File: config.mk
export PLATFORM = sky130hd
export DESIGN_NAME = pib_cmd_fifo
export DESIGN_NICKNAME = d
export VERILOG_FILES = /design/src/design/pib_pkg.sv /design/src/design/pib_cmd_fifo.sv
export SDC_FILE = /design/constraint.sdc
export NUM_CORES = 1
export LEC_CHECK = 0
export BUFFER_PORTS_ARGS = -buffer_cell sky130_fd_sc_hd__buf_2
export CORE_ASPECT_RATIO = 1.2
export CORE_MARGIN = 4
export CORE_UTILIZATION = 52
export DETAILED_ROUTE_END_ITERATION = 8
export GPL_ROUTABILITY_DRIVEN = 0
export PLACE_DENSITY = 0.79
export SLEW_MARGIN = 20
export SYNTH_ARGS = -nofsm -noshare
export SYNTH_HDL_FRONTEND = slang
export SYNTH_SLANG_ARGS = --single-unit
File: constraint.sdc
create_clock -name clk -period 6.3 [get_ports clk]
set_input_delay 0.945 -clock clk [delete_from_list [all_inputs] [get_ports clk]]
set_output_delay 0.945 -clock clk [all_outputs]
set_load 0.01 [all_outputs]
File: src/design/pib_pkg.sv
// Package of the photon intensity binner: sizes, codes and shared types.
// No dependencies.
`timescale 1ns / 1ps
`default_nettype none
package pib_pkg;
	localparam int BINS           = 16;
	localparam int CHANNELS       = 4;
	localparam int QUEUE_DEPTH    = 256;
	localparam int CMD_FIFO_DEPTH = 2;

	localparam int TIME_W  = 48;
	localparam int EDGE_W  = 32;
	localparam int COUNT_W = 32;
	localparam int BIN_W   = 4;
	localparam int CH_W    = 2;
	localparam int EIDX_W  = BIN_W + 1;
	localparam int CNT_AW  = BIN_W + CH_W;
	localparam int QA_W    = 8;
	localparam int LVL_W   = QA_W + 1;
	localparam int SUM_W   = TIME_W + 2;
	localparam int CNT_DEPTH = BINS * CHANNELS;

	typedef enum logic [1:0] {
		OP_LOAD   = 2'd0,
		OP_PHOTON = 2'd1,
		OP_FLUSH  = 2'd2,
		OP_READ   = 2'd3
	} opcode_t;

	localparam logic [1:0] ST_OK      = 2'd0;
	localparam logic [1:0] ST_ERROR   = 2'd1;
	localparam logic [1:0] ST_DROPPED = 2'd2;
	localparam logic [1:0] ST_IGNORED = 2'd3;

	localparam logic [2:0] REG_START_EN   = 3'd0;
	localparam logic [2:0] REG_START_TIME = 3'd1;
	localparam logic [2:0] REG_STOP_EN    = 3'd2;
	localparam logic [2:0] REG_STOP_TIME  = 3'd3;
	localparam logic [2:0] REG_MAX_DELAY  = 3'd4;

	typedef struct packed {
		opcode_t                    op;
		logic [TIME_W-1:0]          photon_time;
		logic [CH_W-1:0]            photon_channel;
		logic [EIDX_W-1:0]          edge_index;
		logic signed [EDGE_W-1:0]   edge_value;
		logic [BIN_W-1:0]           bin_index;
		logic [CH_W-1:0]            read_channel;
		logic                       edge_ok;
		logic                       read_ok;
	} cmd_t;

	typedef struct packed {
		logic              start_enable;
		logic [TIME_W-1:0] start_stamp;
		logic              stop_enable;
		logic [TIME_W-1:0] stop_stamp;
		logic [TIME_W-1:0] max_delay;
	} cfg_t;
endpackage
`default_nettype wire

File: src/design/pib_cmd_fifo.sv
// Short command queue between front and back ends.
// Depends on pib_pkg.
`timescale 1ns / 1ps
`default_nettype none
module pib_cmd_fifo import pib_pkg::*; (
	input  wire logic clk,
	input  wire logic arst_n,
	input  wire logic push,
	input  wire cmd_t push_cmd,
	input  wire logic pop,
	output logic      full,
	output logic      empty,
	output cmd_t      head_cmd
);
	localparam int PW = $clog2(CMD_FIFO_DEPTH);
	cmd_t entries[CMD_FIFO_DEPTH];
	logic [PW-1:0] wr_q, rd_q;
	logic [PW:0]   cnt_q;

	assign full     = (cnt_q == (PW+1)'(CMD_FIFO_DEPTH));
	assign empty    = (cnt_q == '0);
	assign head_cmd = entries[rd_q];

	always_ff @(posedge clk or negedge arst_n) begin
		if (!arst_n) begin
			wr_q  <= '0;
			rd_q  <= '0;
			cnt_q <= '0;
		end else begin
			if (push) wr_q <= (wr_q == PW'(CMD_FIFO_DEPTH-1)) ? '0 : wr_q + 1'b1;
			if (pop) rd_q <= (rd_q == PW'(CMD_FIFO_DEPTH-1)) ? '0 : rd_q + 1'b1;
			if (push & ~pop) cnt_q <= cnt_q + 1'b1;
			else if (pop & ~push) cnt_q <= cnt_q - 1'b1;
		end
	end

	always_ff @(posedge clk) begin
		if (push) entries[wr_q] <= push_cmd;
	end
endmodule
`default_nettype wire

==> reports/metrics.yaml <==
logic_synthesis:
  synth_cells: 318
  syn_area_um2: 7260
  muxShareOfSynthArea: 0.161
  synth_fa_ha_area_frac: 0.00172
  ys.flop_type: "edfxtp_1"
  ys_seq_area_frac: 0.816
  synth_most_common_cell: "edfxtp_1"
  synth_top_area_share: 0.802
  synth_edf_count: 194
  synthXorXnorAreaFrac: 0.00603
  synth_nets: 420
  synth_top_family_by_area: "multiplexers"
  synthSimpleGateAreaFrac: 0.00362
  yosysTopAreaCell: "edfxtp_1"
  synth-compound-area-share: 0
  syn_area_per_cell_um2: 22.8
  synth.area.top_cells: "edfxtp_1 (80%), mux2_2 (12%), mux2_4 (4.1%)"
  ys_types: 13
  ys_ff_latch: 198
  synthArstFlopShare: 0.0202
  synth_common_cells: "edfxtp_1 (194), mux2_2 (77), mux2_4 (20), buf_2 (7)"
  yosysWarningCount: 0
worst_setup_path:
  max_stage_delay_ps: 820
  worstPathRequired_ps: 5350
  critPathKind: "reg2out"
  end_kind: "output port"
  slowest_stage: "dfrtp_4"
  crit_chain: "buf_4 > mux2_2 > buf_2"
  worstPathArrival_ps: 2600
  startpoint_type: "flip-flop"
  critPathMaxFanout: 56
power:
  combPwrFrac: 0.270
  power.density_nw_per_um2: 444
  seq_power_share: 0.467
  total_leakage_power_nw: 3.46
  ir_worst_vdd_v: 0.000384
  internal_power_mw: 2.88
  switching_power_mw: 1.12
  swShare: 0.281
  p_clk_frac: 0.263
flow_run:
  cap_violations: 0
global_routing:
  grt_max_degree: 69
  grt_pass1_vias: 3878
  antenna_found_initial: 4
  grt_usage: 0.160
  grt_pass1_wl_mm: 19.2
  grt_overflow_total: 0
timing:
  fin_crit_sh: 0.562
  fin_crit_ps: 3540
  setup_viol: 0
  whs_ps: 330
  final.setup.tns_ps: 0
  drv_slew: 0
  final-hold-violation-count: 0
  skew_ps: 7.13
  rsz0062_at_grt: "no"
  worst_pin_slew_ps: 891
  timing.fmax_ghz: 0.282
  timing.slew.headroom: 0.406
route:
  drtPass1Iterations: 6
  drc: 0
  viasPerCell: 5.06
  wl_per_cell_um: 18.0
  drt_iter0_drc: 173
  via_count: 3607
  wirelength_mm: 12.8
  ant_nets: 0
placed_design:
  io_buffers: 199
  dp_hpwl_mm: 8.81
  place_area_um2: 8430
clocking:
  h-tree-depth: 4
  postCtsSetupRepairBufs: 0
  tritoncts: "built"
  cts_resized: 0
  numCtsBuffers: 17
  cts_num_sinks: 198
  cts.path.max_buffers: 2
  insertion_delay_ps: 400
  cts_hold_buf: 0
  root_buffer: "clkbuf_16"
  clkTransAtPathRegs_ps: 60
run_status:
  outcome: "finished clean"
floorplanning:
  num_rows: 47
  fp.dieH_um: 137
  io_pins: 200
  die_area_um2: 15900
  fp.dieW_um: 116
  core-area_um2: 13800
  initial_core_util: 0.528
hold_path:
  hold_path.class: "in2async"
final_layout:
  layout-drive-gt1-share: 0.612
  fin_area_um2: 9010
  syn2layout_area_growth_pct: 24.1
  n_fill_cell: 978
  final_net_count: 630
  finish.utilization: 0.655
sequential cells by signal, indices dropped and copies added (netlist names):
register,flops
cnt_q,2
rd_q,1
wr_q,1
entries,194
power by group through the flow:
stage               combinational (mW)  sequential, mW  clock, mW
floorplan                        0.779            1.85          0
global placement                  1.09            1.88          0
detailed placement                1.10            1.90          0
CTS                               1.11            1.87       1.07
global route                      1.17            1.90       1.13
finish                            1.08            1.87       1.05
metrics by stage:
| stage | power [mW] | worst slack (ps) | std cells |
|---|---|---|---|
| floorplan | 2.63 | 566 | 318 |
| global placement | 2.97 | 3200 | 680 |
| detailed placement | 3.00 | 3180 | 680 |
| CTS | 4.05 | 2730 | 712 |
| global route | 4.20 | 2630 | 713 |
| finish | 4.00 | 2760 | 713 |
final cells by class:
class	instances	area, µm²	share of cell area
Clock inverter	13	146	0.0163
Antenna cell	1	2.50	0.000278
Timing Repair Buffer	202	1020	0.113
Tap cell	171	214	0.0238
Multi-Input combinational cell	108	1260	0.140
Sequential cell	198	5930	0.658
Clock buffer	19	433	0.0481
Inverter	1	3.75	0.000417
layout by cell type, fill, tap and decap left out, types with 2 or more instances in the layout:
cell type	netlist	layout
buf_2	7	199
edfxtp_1	194	194
mux2_2	77	77
mux2_4	20	20
clkbuf_16	0	17
xor2_1	4	4
inv_6	0	4
clkinv_4	0	4
dfrtp_1	4	3
buf_4	0	3
nor2_1	2	2
bufinv_16	0	2
clkbuf_1	0	2
routing by layer:
layer	track usage	routed length, µm	vias up
li1	-	-	1683
met3	0.0602	1110	29
met1	0.184	4740	1754
met5	0	36	-
met4	0.0606	274	6
met2	0.274	6670	135
worst max-delay path: cells and delay by family (launching register included):
family	cells	cell delay [ps]
buffers and inverters	2	890
DFF	1	820
muxes	1	420
cell families (layout without fill, tap and decap cells):
| group | Yosys count | in the layout |
|---|---|---|
| flip-flops | 198 | 198 |
| AND/OR/NAND/NOR | 5 | 5 |
| buffers and inverters | 12 | 235 |
| multiplexers | 97 | 97 |
| adder cells (fa/ha/maj) | 1 | 1 |
| other | 0 | 1 |
| XOR/XNOR | 5 | 5 |
final timing paths:
kind	depth (start not counted)	from	slack [ps]	endpoint
worst min-delay path	1	arst_n	330	cnt_q[0]
worst max-delay path	3	rd_q	2760	head_cmd[80]
worst max register to register	2	wr_q	3920	entries[0][14]
min in group clk	1	cnt_q[1]	500	cnt_q[1]
worst min register to register	1	cnt_q[1]	500	cnt_q[1]
max in group asynchronous	1	arst_n	5840	rd_q
No activity file was read; power rests on OpenSTA's default activity.
