[src/design/pib_pkg.sv]
// Package of the photon intensity binner: sizes, codes and shared types.
// No dependencies.
`timescale 1ns / 1ps
`default_nettype none
package pib_pkg;
	localparam int BINS           = 16;
	localparam int CHANNELS       = 4;
	localparam int QUEUE_DEPTH    = 256;
	localparam int CMD_FIFO_DEPTH = 2;

	localparam int TIME_W  = 48;
	localparam int EDGE_W  = 32;
	localparam int COUNT_W = 32;
	localparam int BIN_W   = 4;
	localparam int CH_W    = 2;
	localparam int EIDX_W  = BIN_W + 1;
	localparam int CNT_AW  = BIN_W + CH_W;
	localparam int QA_W    = 8;
	localparam int LVL_W   = QA_W + 1;
	localparam int SUM_W   = TIME_W + 2;
	localparam int CNT_DEPTH = BINS * CHANNELS;

	typedef enum logic [1:0] {
		OP_LOAD   = 2'd0,
		OP_PHOTON = 2'd1,
		OP_FLUSH  = 2'd2,
		OP_READ   = 2'd3
	} opcode_t;

	localparam logic [1:0] ST_OK      = 2'd0;
	localparam logic [1:0] ST_ERROR   = 2'd1;
	localparam logic [1:0] ST_DROPPED = 2'd2;
	localparam logic [1:0] ST_IGNORED = 2'd3;

	localparam logic [2:0] REG_START_EN   = 3'd0;
	localparam logic [2:0] REG_START_TIME = 3'd1;
	localparam logic [2:0] REG_STOP_EN    = 3'd2;
	localparam logic [2:0] REG_STOP_TIME  = 3'd3;
	localparam logic [2:0] REG_MAX_DELAY  = 3'd4;

	typedef struct packed {
		opcode_t                    op;
		logic [TIME_W-1:0]          photon_time;
		logic [CH_W-1:0]            photon_channel;
		logic [EIDX_W-1:0]          edge_index;
		logic signed [EDGE_W-1:0]   edge_value;
		logic [BIN_W-1:0]           bin_index;
		logic [CH_W-1:0]            read_channel;
		logic                       edge_ok;
		logic                       read_ok;
	} cmd_t;

	typedef struct packed {
		logic              start_enable;
		logic [TIME_W-1:0] start_stamp;
		logic              stop_enable;
		logic [TIME_W-1:0] stop_stamp;
		logic [TIME_W-1:0] max_delay;
	} cfg_t;
endpackage
`default_nettype wire

[src/design/pib_front.sv]
// Front end: takes command beats, decodes range checks, holds one beat.
// Depends on pib_pkg.
`timescale 1ns / 1ps
`default_nettype none
module pib_front import pib_pkg::*; (
	input  wire logic                     clk,
	input  wire logic                     arst_n,
	input  wire logic                     start,
	input  wire logic [1:0]               opcode,
	input  wire logic [TIME_W-1:0]        photon_time,
	input  wire logic [CH_W-1:0]          photon_channel,
	input  wire logic [EIDX_W-1:0]        edge_index,
	input  wire logic signed [EDGE_W-1:0] edge_value,
	input  wire logic [BIN_W-1:0]         bin_index,
	input  wire logic [CH_W-1:0]          read_channel,
	input  wire logic                     fifo_full,
	output logic                          busy,
	output logic                          push,
	output cmd_t                          cmd
);
	logic valid_s1;
	cmd_t cmd_s1;
	logic accept;

	assign busy   = valid_s1 & fifo_full;
	assign push   = valid_s1 & ~fifo_full;
	assign accept = start & ~busy;
	assign cmd    = cmd_s1;

	always_ff @(posedge clk or negedge arst_n) begin
		if (!arst_n) begin
			valid_s1 <= 1'b0;
		end else begin
			valid_s1 <= accept | (valid_s1 & ~push);
		end
	end

	always_ff @(posedge clk) begin
		if (accept) begin
			cmd_s1.op             <= opcode_t'(opcode);
			cmd_s1.photon_time    <= photon_time;
			cmd_s1.photon_channel <= photon_channel;
			cmd_s1.edge_index     <= edge_index;
			cmd_s1.edge_value     <= edge_value;
			cmd_s1.bin_index      <= bin_index;
			cmd_s1.read_channel   <= read_channel;
			cmd_s1.edge_ok        <= ({1'b0, edge_index} <= (EIDX_W+1)'(BINS));
			cmd_s1.read_ok        <= ({1'b0, bin_index} < (BIN_W+1)'(BINS)) &&
				({1'b0, read_channel} < (CH_W+1)'(CHANNELS));
		end
	end
endmodule
`default_nettype wire

[config.mk]
export PLATFORM = sky130hd
export DESIGN_NAME = pib_front
export DESIGN_NICKNAME = d
export VERILOG_FILES = /design/src/design/pib_pkg.sv /design/src/design/pib_front.sv
export SDC_FILE = /design/constraint.sdc
export NUM_CORES = 1
export LEC_CHECK = 0
export BUFFER_PORTS_ARGS = -buffer_cell sky130_fd_sc_hd__buf_4
export CAP_MARGIN = 20
export CORE_MARGIN = 1.5
export CORE_UTILIZATION = 44
export DETAILED_ROUTE_END_ITERATION = 6
export GPL_ROUTABILITY_DRIVEN = 0
export PLACE_DENSITY_LB_ADDON = 0.25
export SLEW_MARGIN = 20
export SYNTH_ARGS = -nofsm -noshare
export SYNTH_HDL_FRONTEND = slang
export SYNTH_SLANG_ARGS = --single-unit
[constraint.sdc]
create_clock -name clk -period 15.7 [get_ports clk]
set_input_delay 1.57 -clock clk [delete_from_list [all_inputs] [get_ports clk]]
set_output_delay 1.57 -clock clk [all_outputs]
set_load 0.01 [all_outputs]
==> results of run 1 <==
routing by layer:
layer / vias to the layer above / wire, um / GRT usage [%]
met3: 17 / 973 / 8.85
li1: 827 / - / -
met4: 0 / 202 / 9.69
met2: 130 / 3400 / 31.5
met1: 830 / 2070 / 17.3
met5: - / 0 / 0
sequential cells by signal, summed over array words and instances (netlist names):
name and cells:
valid_s1 1, cmd 96
metrics by stage:
stage | util (%) | hold slack, ns | total power [W] | instance area (um^2)
after CTS | 74.0 | 0.597 | 0.000533 | 4750
after global routing | 74.1 | 0.605 | 0.000546 | 4760
after floorplan | - | 0.472 | 0.000328 | 2960
after global placement | 70.7 | 0.553 | 0.000365 | 4540
after detailed placement | 70.7 | 0.570 | 0.000367 | 4540
final | 74.1 | 0.598 | 0.000528 | 4760
worst reg2reg max path: stages, from the launching register on:
cell	delay, ns
dfrtp_1	0.44
a21boi_4	0.15
buf_6	0.63
final cells by class:
cell class	instances	area (um^2)	area share (%)
multi-input cells	6	58.8	1.24
clock inverters	6	82.6	1.74
flip-flops and latches	97	2910	61.1
repair buffers	197	1480	31.2
clock buffers	10	128	2.68
well taps	77	96.3	2.03
path summary, 6_finish.rpt:
path / from / end / slack (ns) / cells past startpoint
hold reg to reg: valid_s1$_DFF_PN0_ / valid_s1$_DFF_PN0_ / 0.60 / 1
hold / removal: valid_s1$_DFF_PN0_ / valid_s1$_DFF_PN0_ / 0.60 / 1
setup reg to reg: valid_s1$_DFF_PN0_ / cmd[71]$_DFFE_PP_ / 14.05 / 2
setup / recovery: fifo_full / busy / 12.14 / 3
min in group asynchronous: arst_n / valid_s1$_DFF_PN0_ / 0.99 / 1
max in group asynchronous: arst_n / valid_s1$_DFF_PN0_ / 14.63 / 1
Yosys cell counts:
cell type,n
a21boi_0,1
o41ai_2,1
and2_1,1
a21o_1,1
conb_1,1
dfrtp_1,1
buf_4,1
edfxtp_1,96
nor2b_1,1
cell families after synthesis:
| group | after synthesis | synth area share (%) |
|---|---|---|
| buffers and inverters | 1 | 0.253 |
| AND/OR/NAND/NOR | 2 | 0.423 |
| AO/OA/AOI/OAI | 3 | 1.06 |
| flip-flops | 97 | 98.1 |
| other | 1 | 0.127 |
where the power goes:
part           internal [W]  switching (W)  total (W)
registers          0.000302     0.00000384   0.000306
clock network     0.0000891      0.0000795   0.000169
logic             0.0000316      0.0000227  0.0000543
==> impl_metrics.yaml, run 1 <==
cells_and_area:
  antenna_cells: 0
  most-common-layout-cells: "buf_4 (196), edfxtp_1 (96), clkbuf_8 (9)"
  fill_cells: 406
  layout_commonest_cell: "buf_4"
  stdcell_count: 393
  nNetsFinal: 410
  drive_gt1_share_pct: 67.4
  area_growth_pct: 60.5
routing:
  drc_errors: 15
  wl_per_cell_um: 16.9
  firstDrtPassIters: 6
  vias: 1804
  drtIter0Drc: 115
  vias_per_cell: 4.59
  wl_um: 6640
  ant_nets: 0
sta:
  timing.final.max_slew_violations: 0
  fin_skew_ns: 0.00599
  setup_slack_ns: 12.14
  fin_setup_tns_ns: 0
  setup_viol: 0
  finalCritPeriodShare_pct: 22.7
  max_freq_mhz: 281
  maxSlewHeadroom_pct: 44.1
  hold_viol: 0
  rsz0062_at_grt: "false"
  tightestPinTransition_ns: 0.839
  min_period_ns: 3.56
die:
  die_h_um: 85.1
  num_rows: 29
  die_area_mm2: 0.00724
  ios: 198
  die_w_um: 85.1
  initial_core_util_pct: 46.1
  coreArea_mm2: 0.00642
logic_synthesis:
  synth_cell_types: 9
  yosysSeqAreaShare_pct: 98.1
  syn_area_per_cell_um2: 28.5
  netlist_area_mm2: 0.00296
  synth.top_cell.area_share_pct: 97.3
  synth_top_cell_by_area: "edfxtp_1"
  ys_seq_elements: 97
  synthCells: 104
  synth_nets: 203
  synth_warnings: 0
  synth.area.top_cells: "edfxtp_1 (97%), dfrtp_1 (0.84%), o41ai_2 (0.55%)"
outcome:
  status: "finished, violations left"
  violations: "design-rule violations"
clocking:
  cts_sinks: 97
  holdBufCountCts: 0
  clk_latency_ns: 0.34
  cts.repair.resized: 0
  clkTransAtPathRegs_ns: 0.08
  cts_tree: "done"
  h-tree-depth: 3
  cts.path.max_buffers: 2
  cts_buffers: 9
  cts_root_buffer: "clkbuf_8"
  cts_setup_buffers: 0
placed_design:
  io_buffers: 196
  hpwlAfterDp_um: 4990
  pre_cts_ws_ns: 12.14
  dp_cells: 377
grt:
  grt_pass1_vias: 1856
  grt_overflow: 0
  grt_start_max_net_pins: 97
  grt_pass1_wl_um: 9470
  antenna_found_initial: 0
  grt_usage_pct: 18.0
setup_path:
  crit_top_cell: "buf_4"
  max_stage_delay_ns: 0.15
  crit_buf_inv: 2
  path_max_fanout: 4
  cp-start-kind: "primary input"
  end_kind: "primary output"
  crit_path_cell_trace: "buf_4, and2_1, buf_4"
  critPathKind: "in2out"
  crit_family: "buffers and inverters"
  cpMaxStageDelayCell: "and2_1"
  worst-endpoint-arrival_ns: 1.99
  cp.required_ns: 14.13
power:
  p_leak_nw: 2.01
  ir_drop_v: 0.0000839
  cellPowerDensity_mw_per_mm2: 111
worst_hold_path:
  hp-class: "reg2reg"
run:
  maxCapViolCount: 0
Note: power is estimated with default switching activity, not from simulation.
==> run 2: changes to the inputs <==
Settings changed: CORE_UTILIZATION 44 to 37.
Clock period 15.7 ns to 2.9 ns, I/O delays scaled along.
==> run 2 against run 1 <==
The flow now finishes without violations. Design area up 0.50%. Register-to-register slack got worse by 13 ns. Total power rose to 5.3 times the previous value. Die area increased by 18%. Sequential share of layout area shrank 0.30 points. Clock-buffer cell count increased by 2. Wire length fell by 3.8%. Utilization decreased by 12 points. Global-route usage is 3.4 points lower. Critical path type is now reg2reg. Critical endpoint is now cmd[41]$_DFFE_PP_. Largest power group unchanged.
==> impl_metrics.yaml, run 2 (synthesis results as in run 1) <==
outcome:
  status: "finished, final reports clean"
power:
  cellPowerDensity_mw_per_mm2: 582
  seqPwrFrac_pct: 59.5
  p_sw_share_pct: 20.6
  p_total_w: 0.00278
  p_comb_share_pct: 10.6
  ir_drop_v: 0.000268
  clkPwrFrac_pct: 30.0
  intPower_w: 0.00221
  p_leak_nw: 1.99
  power.net_switching_w: 0.000573
die:
  coreArea_mm2: 0.00773
  die_w_um: 92.5
  ios: 198
  die_h_um: 92.5
  die_area_mm2: 0.00855
  num_rows: 32
  initial_core_util_pct: 38.3
sta:
  tightestPinTransition_ns: 0.696
  timing.final.max_slew_violations: 0
  min_period_ns: 1.56
  finalCritPeriodShare_pct: 53.9
  timing.hold.ws_ns: 0.111
  setup_slack_ns: 1.34
  hold_viol: 0
  maxSlewHeadroom_pct: 53.6
  fin_setup_tns_ns: 0
  setup_viol: 0
  max_freq_mhz: 640
  rsz0062_at_grt: "false"
  fin_skew_ns: 0.00761
grt:
  grt_start_max_net_pins: 58
  antenna_found_initial: 0
  grt_pass1_wl_um: 8990
  grt_overflow: 0
  grt_pass1_vias: 1708
  grt_usage_pct: 14.6
worst_hold_path:
  worstHoldPathCells: 1
  hp-class: "in2reg"
clocking:
  clk_latency_ns: 0.35
  cts_sinks: 97
  cts.repair.resized: 0
  cts.path.max_buffers: 2
  clkTransAtPathRegs_ns: 0.09
  cts_buffers: 9
  cts_tree: "done"
  cts_root_buffer: "clkbuf_8"
  h-tree-depth: 3
  cts_setup_buffers: 0
cells_and_area:
  drive_gt1_share_pct: 67.0
  most-common-layout-cells: "buf_4 (198), edfxtp_1 (96), clkbuf_8 (9)"
  layout_commonest_cell: "buf_4"
  nNetsFinal: 412
  largest_reg_flops: 96
  antenna_cells: 0
  area_growth_pct: 61.3
  stdcell_count: 420
routing:
  ant_nets: 0
  wl_um: 6390
  drc_errors: 0
  firstDrtPassIters: 4
  drtIter0Drc: 71
  vias: 1760
  wl_per_cell_um: 15.2
  vias_per_cell: 4.19
placed_design:
  io_buffers: 196
  dp_cells: 403
  hpwlAfterDp_um: 4840
  pre_cts_ws_ns: 1.33
setup_path:
  cp.required_ns: 2.87
  r2r_cells: 2
  path_max_fanout: 57
  cp-start-kind: "flop"
  end_kind: "flop"
  critPathKind: "reg2reg"
  worst-endpoint-arrival_ns: 1.53
run:
  maxCapViolCount: 0
==> run 2: routing by layer <==
metal,global-route usage [%],part of all wire [%],vias up
met5,0,0,-
li1,-,-,835
met1,16.1,36,781
met3,8.05,16,7
met2,22.8,47,137
met4,7.31,1.3,0
==> run 2: path summary, 6_finish.rpt <==
path                                    start                 end  slack (ns)
hold / removal                 photon_time[5]   cmd[52]$_DFFE_PP_        0.11
min in group asynchronous              arst_n  valid_s1$_DFF_PN0_        0.25
setup reg to reg           valid_s1$_DFF_PN0_   cmd[41]$_DFFE_PP_        1.34
hold reg to reg            valid_s1$_DFF_PN0_  valid_s1$_DFF_PN0_        0.60
max in group asynchronous              arst_n  valid_s1$_DFF_PN0_        2.57
setup / recovery           valid_s1$_DFF_PN0_   cmd[41]$_DFFE_PP_        1.34
==> run 2: critical path, cell delays in order, from the launching register on <==
cell      delay (ns)
dfrtp_1         0.44
a21boi_4        0.15
buf_4           0.57
==> run 2: timing repair <==
item,in CTS,in global routing
hold buffers,1,0
endpoints found under the hold margin,1,0
setup endpoints to repair,0,0
==> run 2: power groups by stage <==
stage | Clock, W | Sequential (W) | Combinational [W]
after CTS | 0.000862 | 0.00165 | 0.000299
after global routing | 0.000905 | 0.00166 | 0.000316
after floorplan | 0 | 0.00173 | 0.0000315
final | 0.000833 | 0.00165 | 0.000294
after global placement | 0 | 0.00168 | 0.000293
after detailed placement | 0 | 0.00169 | 0.000298
==> run 2: final cells by class <==
type | count | area (um^2)
fill | 569 | 2950
sequential | 97 | 2910
timing repair buffer | 199 | 1500
clock buffer | 12 | 135
tap | 102 | 128
multi-input combinational | 6 | 58.8
clock inverter | 4 | 53.8
==> run 2: per-stage QoR <==
| stage | area (um^2) | util, % |
|---|---|---|
| after CTS | 4780 | 61.9 |
| after floorplan | 2970 | - |
| after detailed placement | 4580 | 59.3 |
| after global placement | 4580 | 59.3 |
| final | 4780 | 61.9 |
| after global routing | 4780 | 61.9 |
